==> src/sv/owm_pkg.sv <==
// Shared types and constants for the oscillator waveform mixer.
// No dependencies; used by owm_wave and the top level.
`default_nettype none

package owm_pkg;

	localparam int OUT_W       = 17;	// sample and waveform width
	localparam int SUM_W       = 19;	// sum of five waveforms
	localparam int CNT_W       = 3;	// enabled waveform count, 0..5
	localparam int NUM_WAVES   = 5;
	localparam int RECIP_SHIFT = 22;
	localparam int RECIP_W     = 22;
	localparam int CFG_IDX_W   = 2;
	localparam int CFG_DATA_W  = 5;
	localparam int MODE_W      = 3;

	// register indexes
	localparam logic [CFG_IDX_W-1:0] REG_WAVE_EN  = 2'd0;
	localparam logic [CFG_IDX_W-1:0] REG_MIX_MODE = 2'd1;

	// enable bit positions
	localparam int EN_PULSE = 0;
	localparam int EN_SAW   = 1;
	localparam int EN_TRI   = 2;
	localparam int EN_NOISE = 3;
	localparam int EN_LFSR  = 4;

	// mix modes
	localparam logic [MODE_W-1:0] MIX_AND  = 3'd0;
	localparam logic [MODE_W-1:0] MIX_AVG  = 3'd1;
	localparam logic [MODE_W-1:0] MIX_OR   = 3'd2;
	localparam logic [MODE_W-1:0] MIX_CHIP = 3'd3;
	localparam logic [MODE_W-1:0] MIX_XOR  = 3'd4;

	// ceil(2^22/d): exact floor division for any 19-bit dividend
	localparam logic [RECIP_W-1:0] RECIP_2 = RECIP_W'(((2**RECIP_SHIFT) + 1) / 2);
	localparam logic [RECIP_W-1:0] RECIP_3 = RECIP_W'(((2**RECIP_SHIFT) + 2) / 3);
	localparam logic [RECIP_W-1:0] RECIP_4 = RECIP_W'(((2**RECIP_SHIFT) + 3) / 4);
	localparam logic [RECIP_W-1:0] RECIP_5 = RECIP_W'(((2**RECIP_SHIFT) + 4) / 5);

	localparam logic [CNT_W-1:0] CNT_0 = 3'd0;
	localparam logic [CNT_W-1:0] CNT_1 = 3'd1;
	localparam logic [CNT_W-1:0] CNT_2 = 3'd2;
	localparam logic [CNT_W-1:0] CNT_3 = 3'd3;
	localparam logic [CNT_W-1:0] CNT_4 = 3'd4;
	localparam logic [CNT_W-1:0] CNT_5 = 3'd5;

	// reductions over the enabled waveforms
	typedef struct packed {
		logic [OUT_W-1:0] and_v;
		logic [OUT_W-1:0] or_v;
		logic [OUT_W-1:0] xor_v;
		logic [SUM_W-1:0] sum;
		logic [CNT_W-1:0] cnt;
	} owm_red_t;

	function automatic logic [RECIP_W-1:0] recip(input logic [CNT_W-1:0] cnt);
		logic [RECIP_W-1:0] r;
		unique case (cnt)
			CNT_2:   r = RECIP_2;
			CNT_3:   r = RECIP_3;
			CNT_4:   r = RECIP_4;
			CNT_5:   r = RECIP_5;
			default: r = '0;	// zero or one source: quotient unused
		endcase
		return r;
	endfunction

endpackage

`default_nettype wire

==> src/sv/owm_wave.sv <==
// Waveform generation and reduction (AND/OR/XOR/sum/count) for one item.
// Depends on owm_pkg.
`default_nettype none

module owm_wave #(
	parameter int PHASE_BITS  = 23,
	parameter int SAMPLE_BITS = 16
) (
	input  wire logic [PHASE_BITS-1:0]              phase,
	input  wire logic [12:0]                        pulse_width,
	input  wire logic [15:0]                        noise_word,
	input  wire logic [15:0]                        lfsr_word,
	input  wire logic [owm_pkg::NUM_WAVES-1:0]      wave_enables,
	output owm_pkg::owm_red_t                       red
);

	localparam logic [owm_pkg::OUT_W-1:0] FULL_SCALE =
		owm_pkg::OUT_W'((64'd1 << SAMPLE_BITS) - 64'd1);

	logic [16:0]               phase_top;
	logic [PHASE_BITS-1:0]     tri_src;
	logic [owm_pkg::OUT_W-1:0] wave [owm_pkg::NUM_WAVES];

	always_comb begin
		phase_top = phase[PHASE_BITS-1 -: 17];
		tri_src   = phase[PHASE_BITS-1] ? ~phase : phase;

		wave[owm_pkg::EN_PULSE] = (phase_top >= {pulse_width, 4'b0000}) ? FULL_SCALE : '0;
		wave[owm_pkg::EN_SAW]   = owm_pkg::OUT_W'(phase[PHASE_BITS-2 -: SAMPLE_BITS]);
		wave[owm_pkg::EN_TRI]   = owm_pkg::OUT_W'(tri_src[PHASE_BITS-2 -: SAMPLE_BITS+1]);
		wave[owm_pkg::EN_NOISE] = owm_pkg::OUT_W'(noise_word[SAMPLE_BITS-1:0]);
		wave[owm_pkg::EN_LFSR]  = owm_pkg::OUT_W'(lfsr_word);
	end

	always_comb begin
		red.and_v = '1;
		red.or_v  = '0;
		red.xor_v = '0;
		red.sum   = '0;
		red.cnt   = '0;
		for (int i = 0; i < owm_pkg::NUM_WAVES; i++) begin
			if (wave_enables[i]) begin
				red.and_v = red.and_v & wave[i];
				red.or_v  = red.or_v | wave[i];
				red.xor_v = red.xor_v ^ wave[i];
				red.sum   = red.sum + owm_pkg::SUM_W'(wave[i]);
				red.cnt   = red.cnt + owm_pkg::CNT_W'(1);
			end
		end
	end

endmodule

`default_nettype wire

==> src/sv/oscillator_waveform_mixer_top.sv <==
// Oscillator waveform mixer: four-stage pipeline, one sample per item.
// Depends on owm_pkg and owm_wave.
//
// Use:
//   Input: drive phase, pulse_width, noise_word, lfsr_word and raise start.
//   The item is taken at a rising edge with start high and busy low; busy
//   never rises, so a new item may be taken on every cycle.
//   Output: sample is valid for exactly one cycle while done is high.
//   Throughput is one item per cycle. The stages are input register,
//   waveform/reduction, reciprocal multiply for the average, and the
//   final mode select.
//   Config: cfg_index 0 writes wave_enables (cfg_data[4:0]), index 1 writes
//   mix_mode (cfg_data[2:0]); other indexes are dropped. cfg_ready is
//   always high. Write only while no item is in flight.
//   Reset (arst_n low) clears both registers and all stage valid bits;
//   items in flight are dropped. The receiver cannot stall, so there is
//   no back-pressure path.
`default_nettype none

module oscillator_waveform_mixer_top #(
	parameter int PHASE_BITS  = 23,
	parameter int SAMPLE_BITS = 16
) (
	input  wire logic                             clk,
	input  wire logic                             arst_n,
	input  wire logic                             start,
	output      logic                             busy,
	input  wire logic [PHASE_BITS-1:0]            phase,
	input  wire logic [12:0]                      pulse_width,
	input  wire logic [15:0]                      noise_word,
	input  wire logic [15:0]                      lfsr_word,
	output      logic                             done,
	output      logic [owm_pkg::OUT_W-1:0]        sample,
	input  wire logic                             cfg_valid,
	output      logic                             cfg_ready,
	input  wire logic [owm_pkg::CFG_IDX_W-1:0]    cfg_index,
	input  wire logic [owm_pkg::CFG_DATA_W-1:0]   cfg_data
);

	localparam logic [owm_pkg::OUT_W-1:0] MID_SCALE =
		owm_pkg::OUT_W'(64'd1 << (SAMPLE_BITS - 1));
	localparam int PROD_W = owm_pkg::SUM_W + owm_pkg::RECIP_W;

	logic [owm_pkg::NUM_WAVES-1:0] wave_en_q;
	logic [owm_pkg::MODE_W-1:0]    mix_mode_q;

	// stage 1: input register
	logic                  valid_s1;
	logic [PHASE_BITS-1:0] phase_s1;
	logic [12:0]           pw_s1;
	logic [15:0]           noise_s1;
	logic [15:0]           lfsr_s1;

	// stage 2: reductions
	logic              valid_s2;
	owm_pkg::owm_red_t red_d;
	owm_pkg::owm_red_t red_s2;

	// stage 3: average product
	logic                       valid_s3;
	logic [PROD_W-1:0]          prod_s3;
	logic [owm_pkg::OUT_W-1:0]  and_s3;
	logic [owm_pkg::OUT_W-1:0]  or_s3;
	logic [owm_pkg::OUT_W-1:0]  xor_s3;
	logic [owm_pkg::CNT_W-1:0]  cnt_s3;

	// stage 4: output
	logic                       valid_s4;
	logic [owm_pkg::OUT_W-1:0]  sample_s4;
	logic [owm_pkg::OUT_W-1:0]  result;
	logic [owm_pkg::OUT_W-1:0]  avg;

	assign busy      = 1'b0;
	assign cfg_ready = 1'b1;

	always_ff @(posedge clk or negedge arst_n) begin
		if (!arst_n) begin
			wave_en_q  <= '0;
			mix_mode_q <= '0;
		end else if (cfg_valid && cfg_ready) begin
			if (cfg_index == owm_pkg::REG_WAVE_EN) begin
				wave_en_q <= cfg_data[owm_pkg::NUM_WAVES-1:0];
			end else if (cfg_index == owm_pkg::REG_MIX_MODE) begin
				mix_mode_q <= cfg_data[owm_pkg::MODE_W-1:0];
			end
		end
	end

	owm_wave #(
		.PHASE_BITS  (PHASE_BITS),
		.SAMPLE_BITS (SAMPLE_BITS)
	) u_wave (
		.phase        (phase_s1),
		.pulse_width  (pw_s1),
		.noise_word   (noise_s1),
		.lfsr_word    (lfsr_s1),
		.wave_enables (wave_en_q),
		.red          (red_d)
	);

	always_ff @(posedge clk or negedge arst_n) begin
		if (!arst_n) begin
			valid_s1 <= 1'b0;
			valid_s2 <= 1'b0;
			valid_s3 <= 1'b0;
			valid_s4 <= 1'b0;
		end else begin
			valid_s1 <= start && !busy;
			valid_s2 <= valid_s1;
			valid_s3 <= valid_s2;
			valid_s4 <= valid_s3;
		end
	end

	always_ff @(posedge clk) begin
		phase_s1 <= phase;
		pw_s1    <= pulse_width;
		noise_s1 <= noise_word;
		lfsr_s1  <= lfsr_word;

		red_s2 <= red_d;

		prod_s3 <= {{owm_pkg::RECIP_W{1'b0}}, red_s2.sum}
			* {{owm_pkg::SUM_W{1'b0}}, owm_pkg::recip(red_s2.cnt)};
		and_s3  <= red_s2.and_v;
		or_s3   <= red_s2.or_v;
		xor_s3  <= red_s2.xor_v;
		cnt_s3  <= red_s2.cnt;

		sample_s4 <= result;
	end

	assign avg = prod_s3[owm_pkg::RECIP_SHIFT +: owm_pkg::OUT_W];

	always_comb begin
		priority if (cnt_s3 == owm_pkg::CNT_0) begin
			result = MID_SCALE;
		end else if (cnt_s3 == owm_pkg::CNT_1) begin
			result = or_s3;	// single source passes as is
		end else begin
			unique case (mix_mode_q)
				owm_pkg::MIX_AND,
				owm_pkg::MIX_CHIP: result = and_s3;
				owm_pkg::MIX_AVG:  result = avg;
				owm_pkg::MIX_OR:   result = or_s3;
				owm_pkg::MIX_XOR:  result = xor_s3;
				default:           result = MID_SCALE;
			endcase
		end
	end

	assign done   = valid_s4;
	assign sample = sample_s4;

endmodule

`default_nettype wire

==> config.mk <==
export PLATFORM = sky130hd
export DESIGN_NAME = oscillator_waveform_mixer_top
export DESIGN_NICKNAME = d
export VERILOG_FILES = /design/src/sv/owm_pkg.sv /design/src/sv/owm_wave.sv /design/src/sv/oscillator_waveform_mixer_top.sv
export SDC_FILE = /design/constraint.sdc
export NUM_CORES = 1
export LEC_CHECK = 0
export BUFFER_PORTS_ARGS = -buffer_cell sky130_fd_sc_hd__buf_4
export CAP_MARGIN = 20
export CORE_MARGIN = 5
export CORE_UTILIZATION = 50
export CTS_CLUSTER_DIAMETER = 60
export DETAILED_ROUTE_END_ITERATION = 8
export PLACE_DENSITY = 0.67
export RECOVER_POWER = 100
export SLEW_MARGIN = 20
export SYNTH_ARGS = -nofsm -noshare
export SYNTH_HDL_FRONTEND = slang
export SYNTH_SLANG_ARGS = --single-unit
export TNS_END_PERCENT = 10
==> constraint.sdc <==
create_clock -name clk -period 10.2 [get_ports clk]
set_input_delay 3.06 -clock clk [delete_from_list [all_inputs] [get_ports clk]]
set_output_delay 3.06 -clock clk [all_outputs]
set_load 0.03 [all_outputs]
==> qor.tcl, run 1 <==
set qor(status) {complete, but fails checks}
set qor(violations) {max-capacitance violations, max-slew violations}
set qor(timing.clock.skew_ns) 0.0197
set qor(grt.met2_usage_pct) 36.6
set qor(number_of_global_route_vias_before_repair) 15000
set qor(fillCellCount) 3538
set qor(yosys_warnings) 0
set qor(grt_util_all_layers_pct) 23.4
set qor(critical_path.max_fanout) 19
set qor(global_route.usage.met1_pct) 34.3
set qor(largest_area_contributor_in_the_synthesized_netlist) {dfxtp_1}
set qor(cts_tree) {done}
set qor(port-buffer-count) 91
set qor(dp_hpwl_mm) 42.2
set qor(std_cell_rows) 72
set qor(tns_ns) 0
set qor(worst_setup_path_start_kind) {flip-flop}
set qor(layout_cell_share_with_drive_strength_beyond_1_pct) 7.48
set qor(pin_count) 99
set qor(die_height_um) 207
set qor(max_freq_mhz) 105
set qor(max-slew-margin-rel_pct) -43.4
set qor(timing_worst_slew_pin_value_ns) 2.15
set qor(syn2layout_area_growth_pct) 10.0
set qor(finalWirelength_mm) 50.9
set qor(gr-usage-met3_pct) 3.39
set qor(finalMaxSlewViolations) 97
set qor(async_reset_ff_share_pct) 5.15
set qor(avgViaCountPerCell) 5.40
set qor(drc) 0
set qor(slowest_delay_ns) 0.66
set qor(ctsResizeCount) 0
set qor(yosys.area.top_type_share_pct) 22.8
set qor(number_of_antenna_violations_at_the_first_check_in_global_routing) 2
set qor(detailedRoute.firstPassIterationCount) 5
set qor(fp.coreArea_mm2) 0.0386
set qor(synth_fp_nets) 2594
set qor(final_hold_viol_count) 0
set qor(endpoint_kind) {flip-flop}
set qor(initial_utilization_pct) 50.4
set qor(postSynthCellCount) 2077
set qor(synth_seq_cells) 233
set qor(post-cts-setup-buffers) 0
set qor(hold_path.class) {reg2reg}
set qor(drtIter0Drc) 988
set qor(final_period_minus_worst_setup_slack_ns) 9.55
set qor(seq_area_frac_synth_pct) 24.3
set qor(htree_levels) 1
set qor(grt_remaining_overflow) 0
set qor(avgSynthCellArea_um2) 9.36
set qor(busiest_layer) {met2}
set qor(route.vias.total) 14600
set qor(clk_pin_slew_worst_paths_ns) 0.06
set qor(pin_count_of_the_biggest_net_entering_global_routing) 49
set qor(cts_buffers) 23
set qor(clkLatencyLatePin_ns) 0.54
set qor(grt_pass1_wl_mm) 80.7
set qor(finalWeightedCongestion) 0.939
set qor(cts_root_buf) {clkbuf_16}
set qor(rsz0062_at_grt) {no}
set qor(syn-cell-area_mm2) 0.0194
set qor(synth.top_cells.by_area) {dfxtp_1, fa_1, ha_1}
set qor(clockBufferDepth) 3
set qor(ant_nets) 0
set qor(timing.max_cap.violations) 4
set qor(layout.nets) 2680
set qor(hold_buffers) 0
set qor(setup_violations) 0
set qor(critPathSlowestCell) {o41ai_1}
set qor(dominant_synthesized_flop_cell) {dfxtp_1}
set qor(clock_sink_count) 233
set qor(dieWidth_um) 207
set qor(synth.lib_cells_used.distinct) 74
set qor(worst-endpoint-arrival_ns) 9.95
set qor(worst_ep_required_time_ns) 10.61
set qor(worst_setup_path_type) {reg2reg}
set qor(routed_wire_length_per_instance_um) 18.9
set qor(fp.dieArea_mm2) 0.0429
set qor(synth-edff-count) 0
set qor(timing.final.crit_share_pct) 93.6
## metrics by stage
| stage | area (um^2) | util, % | setup WS [ns] | hold slack [ns] | std cells |
|---|---|---|---|---|---|
| finish | 21400 | 55.4 | 0.652 | 0.324 | 2698 |
| global route | 21400 | 55.4 | 0.0137 | 0.332 | 2696 |
| CTS | 21500 | 55.7 | 0.829 | 0.324 | 2696 |
| detailed placement | 20700 | 53.8 | 0.918 | 0.312 | 2656 |
| global placement | 20700 | 53.8 | 1.16 | 0.311 | 2656 |
| floorplan | 19400 | - | 2.10 | 0.310 | 2077 |
## state kept, by name, indices dropped and copies added, names as in the netlist
register,count
xor_s3,16
mix_mode_q,3
pw_s1,13
valid_s3,1
and_s3,17
done,1
prod_s3,17
or_s3,17
sample,17
valid_s2,1
cnt_s3,3
noise_s1,16
phase_s1,18
valid_s1,1
lfsr_s1,16
wave_en_q,5
red_s2,71
## metal layers
metal,wire (um),up-vias
li1,-,6949
met1,23700,7043
met2,22400,494
met3,3430,87
met4,1380,0
met5,0,-
## worst paths after layout
kind	startpoint	endpoint	slack, ns	depth (start not counted)
max in group asynchronous	arst_n	wave_en_q[4]$_DFFE_PN0P_	7.28	1
max	phase_s1[11]$_DFF_P_	red_s2[20]$_DFF_P_	0.65	40
min in group asynchronous	arst_n	done$_DFF_PN0_	2.52	1
max reg2reg	phase_s1[11]$_DFF_P_	red_s2[20]$_DFF_P_	0.65	40
min reg2reg	red_s2[52]$_DFF_P_	or_s3[13]$_DFF_P_	0.32	0
min	red_s2[52]$_DFF_P_	or_s3[13]$_DFF_P_	0.32	0
## worst max-delay path: cells and delay by family (launching register included)
kind / cells / cell delay (ns)
AO/OA/AOI/OAI: 19 / 4.44
AND/OR/NAND/NOR: 10 / 1.93
adder cells (fa/ha/maj): 5 / 1.46
flip-flops: 1 / 0.42
multiplexers: 2 / 0.42
buffers and inverters: 2 / 0.39
XOR/XNOR: 2 / 0.32
## layout make-up
class                   instances  area (um^2)  share of cell area, %
clock buffers                  30          653                   3.06
multi-input cells            1422        13100                   61.3
clock inverters                10          108                  0.503
repair buffers                115          743                   3.48
well taps                     518          648                   3.03
diodes                          2         5.00                 0.0234
inverters                     368         1380                   6.46
flip-flops and latches        233         4720                   22.1
## cell usage after synthesis, types with 21 or more instances
library cell / count
xor2_1: 49
a21oi_1: 76
o21ai_1: 21
o21ai_0: 61
a21o_1: 27
nor3_1: 34
dfxtp_1: 221
mux2_2: 23
fa_1: 205
nand2_1: 183
ha_1: 233
nor2_1: 109
clkbuf_1: 42
xnor2_1: 90
and2_1: 39
inv_1: 365
## placed cells by master (no fill, tap or decap), types with 9 or more instances in the layout
cell / synthesis / final
nand2b_1: 12 / 12
ha_1: 233 / 233
buf_4: 2 / 22
nor2_1: 109 / 109
mux2_2: 23 / 22
o22ai_1: 19 / 19
dfrtp_1: 12 / 12
a211oi_1: 12 / 12
nand2_1: 183 / 183
dfxtp_1: 221 / 221
nor2b_1: 16 / 16
and2_1: 39 / 39
a2111oi_0: 17 / 17
inv_1: 365 / 365
o21a_1: 14 / 14
clkbuf_16: 0 / 24
nand3_1: 18 / 18
fa_1: 205 / 205
xor2_1: 49 / 49
nand4_1: 9 / 9
clkbuf_4: 0 / 61
o21ai_0: 61 / 67
nor3_1: 34 / 34
a21o_1: 27 / 27
mux2i_1: 15 / 15
xnor2_1: 90 / 90
clkbuf_1: 42 / 35
a21oi_1: 76 / 76
o21ai_1: 21 / 15
nand4b_1: 16 / 16
a221oi_1: 12 / 12
a22oi_1: 20 / 20
## cells by family after synthesis
family / count (synthesis) / share of synthesized area, %
buffers and inverters: 422 / 8.21
flip-flops: 233 / 24.3
AO/OA/AOI/OAI: 338 / 11.6
multiplexers: 40 / 2.26
AND/OR/NAND/NOR: 465 / 11.2
other: 2 / 0.0386
XOR/XNOR: 139 / 6.27
adder cells (fa/ha/maj): 438 / 36.1
Power of run 1 is left out: the tool's default activity adds up to more than one toggle a clock period on the data nets, which glitch-free logic cannot reach.
==> run 2: changes to the inputs <==
--- a/config.mk
+++ b/config.mk
@@ -5,14 +5,16 @@
 export SDC_FILE = /design/constraint.sdc
 export NUM_CORES = 1
 export LEC_CHECK = 0
-export BUFFER_PORTS_ARGS = -buffer_cell sky130_fd_sc_hd__buf_4
+export BUFFER_PORTS_ARGS = -buffer_cell sky130_fd_sc_hd__buf_2
 export CAP_MARGIN = 20
 export CORE_MARGIN = 5
 export CORE_UTILIZATION = 50
 export CTS_CLUSTER_DIAMETER = 60
 export DETAILED_ROUTE_END_ITERATION = 8
+export GPL_TIMING_DRIVEN = 0
 export PLACE_DENSITY = 0.67
 export RECOVER_POWER = 100
+export SETUP_SLACK_MARGIN = 0.4
 export SLEW_MARGIN = 20
 export SYNTH_ARGS = -nofsm -noshare
 export SYNTH_HDL_FRONTEND = slang
==> run 2 against run 1 <==
  * The run still ends with max-capacitance violations, max-slew violations left
  * Non-clock buffer count grew 32
  * Die area is the same
  * Sequential share of layout area is essentially flat
  * Cell count grew 1.3%
  * Flip-flop and latch count is the same
  * Critical path depth shrank 1
  * Utilization shrank 0.097 points
  * Wire length grew 8.2%
  * Worst hold slack lost 0.0036 ns
  * Setup slack gained 0.13 ns
  * Design area shrank 0.18%
  * Critical endpoint unchanged
  * Highest routed layer unchanged
==> qor.tcl, run 2 (synthesis gave the netlist of run 1 again) <==
set qor(avgViaCountPerCell) 5.41
set qor(setup_violations) 0
set qor(grt_pass1_wl_mm) 83.3
set qor(cts_buffers) 23
set qor(endpoint_kind) {flip-flop}
set qor(crit_family) {compound AO/OA/AOI/OAI gates}
set qor(routed_wire_length_per_instance_um) 20.2
set qor(finalWeightedCongestion) 0.974
set qor(dp_hpwl_mm) 47.1
set qor(worst_ep_required_time_ns) 10.61
set qor(critical_path.n_buffers_inverters) 2
set qor(dieWidth_um) 207
set qor(fillCellCount) 3577
set qor(final_cell_mix) {inv_1, ha_1, dfxtp_1, fa_1, nand2_1}
set qor(finalWirelength_mm) 55.1
set qor(port-buffer-count) 91
set qor(critPathSlowestCell) {o41ai_1}
set qor(ant_nets) 0
set qor(initial_utilization_pct) 50.4
set qor(clock_sink_count) 233
set qor(leading_cell_type_in_the_layout_fill_and_taps_excluded) {inv_1}
set qor(clkLatencyLatePin_ns) 0.55
set qor(max_freq_mhz) 106
set qor(registers.top_by_ff_count) {red_s2}
set qor(grt_remaining_overflow) 0
set qor(route.vias.total) 14800
set qor(die_height_um) 207
set qor(std_cell_rows) 72
set qor(grt_util_all_layers_pct) 24.8
set qor(max-slew-margin-rel_pct) -9.33
set qor(timing.final.crit_share_pct) 92.3
set qor(final_hold_viol_count) 0
set qor(utilization_pct) 55.3
set qor(htree_levels) 1
set qor(reg.largest.list) {red_s2 (71), phase_s1 (18)}
set qor(finalMaxSlewViolations) 2
set qor(worst-endpoint-arrival_ns) 9.83
set qor(timing.clock.skew_ns) 0.0244
set qor(timing.max_cap.violations) 3
set qor(final_area_mm2) 0.0213
set qor(syn2layout_area_growth_pct) 9.81
set qor(cts_tree) {done}
set qor(fp.coreArea_mm2) 0.0386
set qor(worst_setup_path_start_kind) {flip-flop}
set qor(timing_worst_slew_pin_value_ns) 1.60
set qor(violations) {max-capacitance violations, max-slew violations}
set qor(tns_ns) 0
set qor(cts_root_buf) {clkbuf_16}
set qor(final_period_minus_worst_setup_slack_ns) 9.42
set qor(drc) 0
set qor(number_of_antenna_violations_at_the_first_check_in_global_routing) 3
set qor(slowest_delay_ns) 0.63
set qor(pin_count) 99
set qor(fp.dieArea_mm2) 0.0429
set qor(layout_cell_share_with_drive_strength_beyond_1_pct) 7.09
set qor(detailedRoute.firstPassIterationCount) 5
set qor(dpl_cell_area_mm2) 0.0206
set qor(drtIter0Drc) 1109
set qor(worst_setup_path_type) {reg2reg}
set qor(rsz0062_at_grt) {no}
set qor(r2r.worst_path.cells) 39
set qor(status) {complete, but fails checks}
set qor(number_of_global_route_vias_before_repair) 14700
set qor(critical_path.max_fanout) 22
set qor(clockBufferDepth) 3
set qor(hold_depth) 0
set qor(pin_count_of_the_biggest_net_entering_global_routing) 23
set qor(clk_pin_slew_worst_paths_ns) 0.06
set qor(hold_path.class) {reg2reg}
set qor(cp_num_cells) 39
set qor(largest_register_ffs) 71
set qor(layout.nets) 2713
## run 2: changes by cell type in the layout (fill, tap and decap cells not counted), sizes merged
cell           before  now
o21a               14   15
buf                22   78
inv               370  371
clkdlybuf4s25       0    2
clkinv              6    5
clkbuf            123   99
## run 2: layout make-up
class / count / area [um^2] / share of cell area (%)
diodes: 2 / 5.00 / 0.0235
plain buffers: 54 / 213 / 0.997
clock buffers: 32 / 659 / 3.09
clock inverters: 10 / 106 / 0.498
inverters: 368 / 1380 / 6.47
multi-input cells: 1423 / 13200 / 61.6
flip-flops and latches: 233 / 4720 / 22.1
well taps: 518 / 648 / 3.04
repair buffers: 93 / 445 / 2.09
## run 2: path summary, 6_finish.rpt
kind	from	slack, ns	endpoint
hold / removal	red_s2[31]$_DFF_P_	0.32	xor_s3[9]$_DFF_P_
setup reg to reg	phase_s1[11]$_DFF_P_	0.78	red_s2[20]$_DFF_P_
hold reg to reg	red_s2[31]$_DFF_P_	0.32	xor_s3[9]$_DFF_P_
setup / recovery	phase_s1[11]$_DFF_P_	0.78	red_s2[20]$_DFF_P_
max in group asynchronous	arst_n	7.22	mix_mode_q[1]$_DFFE_PN0P_
min in group asynchronous	arst_n	2.54	valid_s2$_DFF_PN0_
## run 2: repair_timing
action | in CTS | in global routing
cloned | 0 | 1
setup endpoints to repair | 3 | 4
resized for setup | 2 | 5
buffers inserted | 0 | 0
pin swaps | 0 | 1
hold buffers | 0 | 0
## run 2: per-layer routing
layer  global-route usage [%]  share of wire [%]  routed length (um)  vias to the layer above
met5                        0                  0                   0                        -
met4                     6.61                3.0                1650                        0
met3                     5.20                8.0                4410                       95
met2                     36.6                 42               23300                      511
met1                     37.1                 47               25800                     7152
li1                         -                  -                   -                     7021
## run 2: worst register-to-register path: cells and delay by family (launching register included)
family,cells,cell delay (ns)
muxes,2,0.38
adders and majority gates,6,1.84
DFF,1,0.45
AOI/OAI and AO/OA,16,3.92
buffers and inverters,2,0.34
and+or+nand+nor,12,2.22
xor gates and xnor gates,1,0.17
## run 2: per-stage QoR
stage | hold WS [ns] | setup slack, ns | instances
2_1_floorplan | 0.310 | 2.10 | 2077
3_3_place_gp | 0.313 | 0.0595 | 2686
3_5_place_dp | 0.312 | 0.0425 | 2688
4_1_cts | 0.323 | 0.545 | 2730
5_1_grt | 0.331 | 0.226 | 2731
6_report | 0.321 | 0.782 | 2733
Power of run 2 is left out for the same reason.
==> run 3: changes to the inputs <==
--- a/config.mk
+++ b/config.mk
@@ -5,6 +5,7 @@
 export SDC_FILE = /design/constraint.sdc
 export NUM_CORES = 1
 export LEC_CHECK = 0
+export ABC_AREA = 1
 export BUFFER_PORTS_ARGS = -buffer_cell sky130_fd_sc_hd__buf_2
 export CAP_MARGIN = 20
 export CORE_MARGIN = 5
==> run 3 against run 2 <==
  * The flow now finishes without violations
  * Clock skew is 0.0097 ns higher
  * Area after synthesis is 7.8% higher
  * Global-route usage is 3.9 points higher
  * Register-to-register slack better by 0.69 ns
  * Utilization is 0.40 points lower
  * Via count is 20% higher
  * Cell count is 21% higher
  * Flip-flop and latch count stayed put
==> qor.tcl, run 3 <==
set qor(hold_buffers) 0
set qor(clk_pin_slew_worst_paths_ns) 0.06
set qor(endpoint_kind) {flip-flop}
set qor(number_of_global_route_vias_before_repair) 17800
set qor(reg_to_reg_endpoint) {red_s2[20]$_DFF_P_}
set qor(r2r.worst_path.cells) 41
set qor(final_period_minus_worst_setup_slack_ns) 8.73
set qor(drc) 0
set qor(timing.max_cap.violations) 0
set qor(synth_seq_cells) 233
set qor(finalWeightedCongestion) 0.985
set qor(grt_util_all_layers_pct) 28.6
set qor(finalWirelength_mm) 67.7
set qor(std_cell_rows) 75
set qor(synth.top_cells.by_area) {dfxtp_1, fa_1, ha_1}
set qor(max-slew-margin-rel_pct) 29.2
set qor(reg.largest.list) {red_s2 (71), phase_s1 (18)}
set qor(leading_cell_type_in_the_layout_fill_and_taps_excluded) {inv_1}
set qor(synth-edff-count) 0
set qor(die_height_um) 215
set qor(layout.nets) 3262
set qor(registers.top_by_ff_count) {red_s2}
set qor(seq_area_frac_synth_pct) 22.6
set qor(pin_count_of_the_biggest_net_entering_global_routing) 19
set qor(cpMostUsedCell) {nand2_1}
set qor(fp.coreArea_mm2) 0.0417
set qor(clockBufferDepth) 3
set qor(ant_nets) 0
set qor(clock_sink_count) 233
set qor(initial_utilization_pct) 50.3
set qor(pin_count) 99
set qor(most_frequently_used_cell_type_in_the_post_synthesis_netlist) {inv_1}
set qor(grt_pass1_wl_mm) 103
set qor(worst_ep_required_time_ns) 10.66
set qor(synth_fp_nets) 3143
set qor(largest_register_ffs) 71
set qor(rsz0062_at_grt) {no}
set qor(avgSynthCellArea_um2) 7.97
set qor(yosys_warnings) 0
set qor(syn-cell-area_mm2) 0.0209
set qor(timing.final.crit_share_pct) 85.6
set qor(fp.dieArea_mm2) 0.0461
set qor(drtIter0Drc) 1420
set qor(routed_wire_length_per_instance_um) 20.5
set qor(route.vias.total) 17700
set qor(finalMaxSlewViolations) 0
set qor(final_hold_viol_count) 0
set qor(postSynthCellCount) 2626
set qor(crit_family) {simple AND/OR/NAND/NOR gates}
set qor(dieWidth_um) 215
set qor(status) {complete, no violations}
set qor(number_of_antenna_violations_at_the_first_check_in_global_routing) 11
set qor(tns_ns) 0
set qor(synthTopCellsByCount) {inv_1, nand2_1, ha_1, dfxtp_1, fa_1}
set qor(ctsResizeCount) 0
set qor(clkLatencyLatePin_ns) 0.57
set qor(hold_path.class) {reg2reg}
set qor(timing.clock.skew_ns) 0.0341
set qor(slowest_delay_ns) 0.52
set qor(timing_worst_slew_pin_value_ns) 1.05
set qor(setup_violations) 0
set qor(r2r_setup_slack_ns) 1.47
set qor(post-cts-setup-buffers) 0
set qor(detailedRoute.firstPassIterationCount) 5
set qor(dp_hpwl_mm) 58.6
set qor(syn2layout_area_growth_pct) 9.33
set qor(critical_path.n_buffers_inverters) 4
set qor(critical_path.endpoint) {red_s2[20]$_DFF_P_}
set qor(largest_area_contributor_in_the_synthesized_netlist) {dfxtp_1}
set qor(worstReg2RegStart) {phase_s1[12]$_DFF_P_}
set qor(htree_levels) 1
set qor(synth.lib_cells_used.distinct) 56
set qor(avgViaCountPerCell) 5.34
set qor(dominant_synthesized_flop_cell) {dfxtp_1}
set qor(critPathSlowestCell) {dfxtp_1}
set qor(grt_remaining_overflow) 0
set qor(yosys.area.top_type_share_pct) 21.1
set qor(layout_cell_share_with_drive_strength_beyond_1_pct) 6.37
set qor(worst_setup_path_start) {phase_s1[12]$_DFF_P_}
set qor(port-buffer-count) 91
set qor(worst_setup_path_start_kind) {flip-flop}
set qor(cts_buffers) 26
set qor(worst-endpoint-arrival_ns) 9.19
set qor(cts_tree) {done}
set qor(worst_setup_path_type) {reg2reg}
set qor(final_cell_mix) {inv_1, nand2_1, ha_1, dfxtp_1, fa_1}
set qor(max_freq_mhz) 115
set qor(cp_num_cells) 41
set qor(async_reset_ff_share_pct) 5.15
set qor(cts_root_buf) {clkbuf_16}
set qor(critical_path.max_fanout) 18
[run 3: worst min path at each step]
stage,start,end,cells past startpoint
5_1_grt,red_s2[60]$_DFF_P_,and_s3[4]$_DFF_P_,0
6_report,red_s2[40]$_DFF_P_,or_s3[1]$_DFF_P_,0
3_3_place_gp,red_s2[48]$_DFF_P_,or_s3[9]$_DFF_P_,0
3_5_place_dp,red_s2[53]$_DFF_P_,or_s3[14]$_DFF_P_,0
2_1_floorplan,red_s2[56]$_DFF_P_,and_s3[0]$_DFF_P_,0
4_1_cts,red_s2[40]$_DFF_P_,or_s3[1]$_DFF_P_,0
[run 3: layout make-up]
cell class | instances | area (um^2)
Antenna cell | 2 | 5.00
Buffer | 54 | 251
Clock buffer | 35 | 754
Clock inverter | 12 | 134
Fill cell | 4020 | 18800
Inverter | 544 | 2040
Multi-Input combinational cell | 1795 | 13900
Sequential cell | 233 | 4720
Tap cell | 539 | 674
Timing Repair Buffer | 91 | 430
[run 3: per-stage QoR]
stage	util, %	cell area [um^2]	hold slack (ns)	std cells	setup WS, ns
2_1_floorplan	-	20900	0.310	2626	3.50
3_3_place_gp	53.0	22100	0.311	3256	1.87
3_5_place_dp	53.0	22100	0.312	3256	1.90
4_1_cts	55.1	23000	0.320	3303	1.86
5_1_grt	54.9	22900	0.322	3303	0.853
6_report	54.9	22900	0.320	3305	1.47
[run 3: worst reg2reg max path: cells and delay by family, from the launching register on]
kind | cells | cell delay, ns
AND/OR/NAND/NOR | 22 | 3.25
adder cells (fa/ha/maj) | 6 | 2.18
buffers and inverters | 4 | 0.63
flip-flops | 1 | 0.52
XOR/XNOR | 1 | 0.15
AO/OA/AOI/OAI | 8 | 1.88
[run 3: per-layer routing]
| layer | part of all wire [%] | vias to the layer above | global-route usage (%) |
|---|---|---|---|
| met1 | 42 | 8394 | 37.7 |
| met2 | 47 | 615 | 47.9 |
| met3 | 6.4 | 141 | 3.87 |
| met5 | 0.052 | - | 0 |
| li1 | - | 8508 | - |
| met4 | 4.8 | 6 | 11.6 |
[run 3: kinds of logic after synthesis]
logic type,count (synthesis),synth area share (%)
XOR/XNOR,110,4.60
adder cells (fa/ha/maj),438,33.5
flip-flops,233,22.6
AO/OA/AOI/OAI,333,9.52
AND/OR/NAND/NOR,912,18.8
other,2,0.0359
buffers and inverters,598,11.0
Power of run 3 is left out for the same reason.
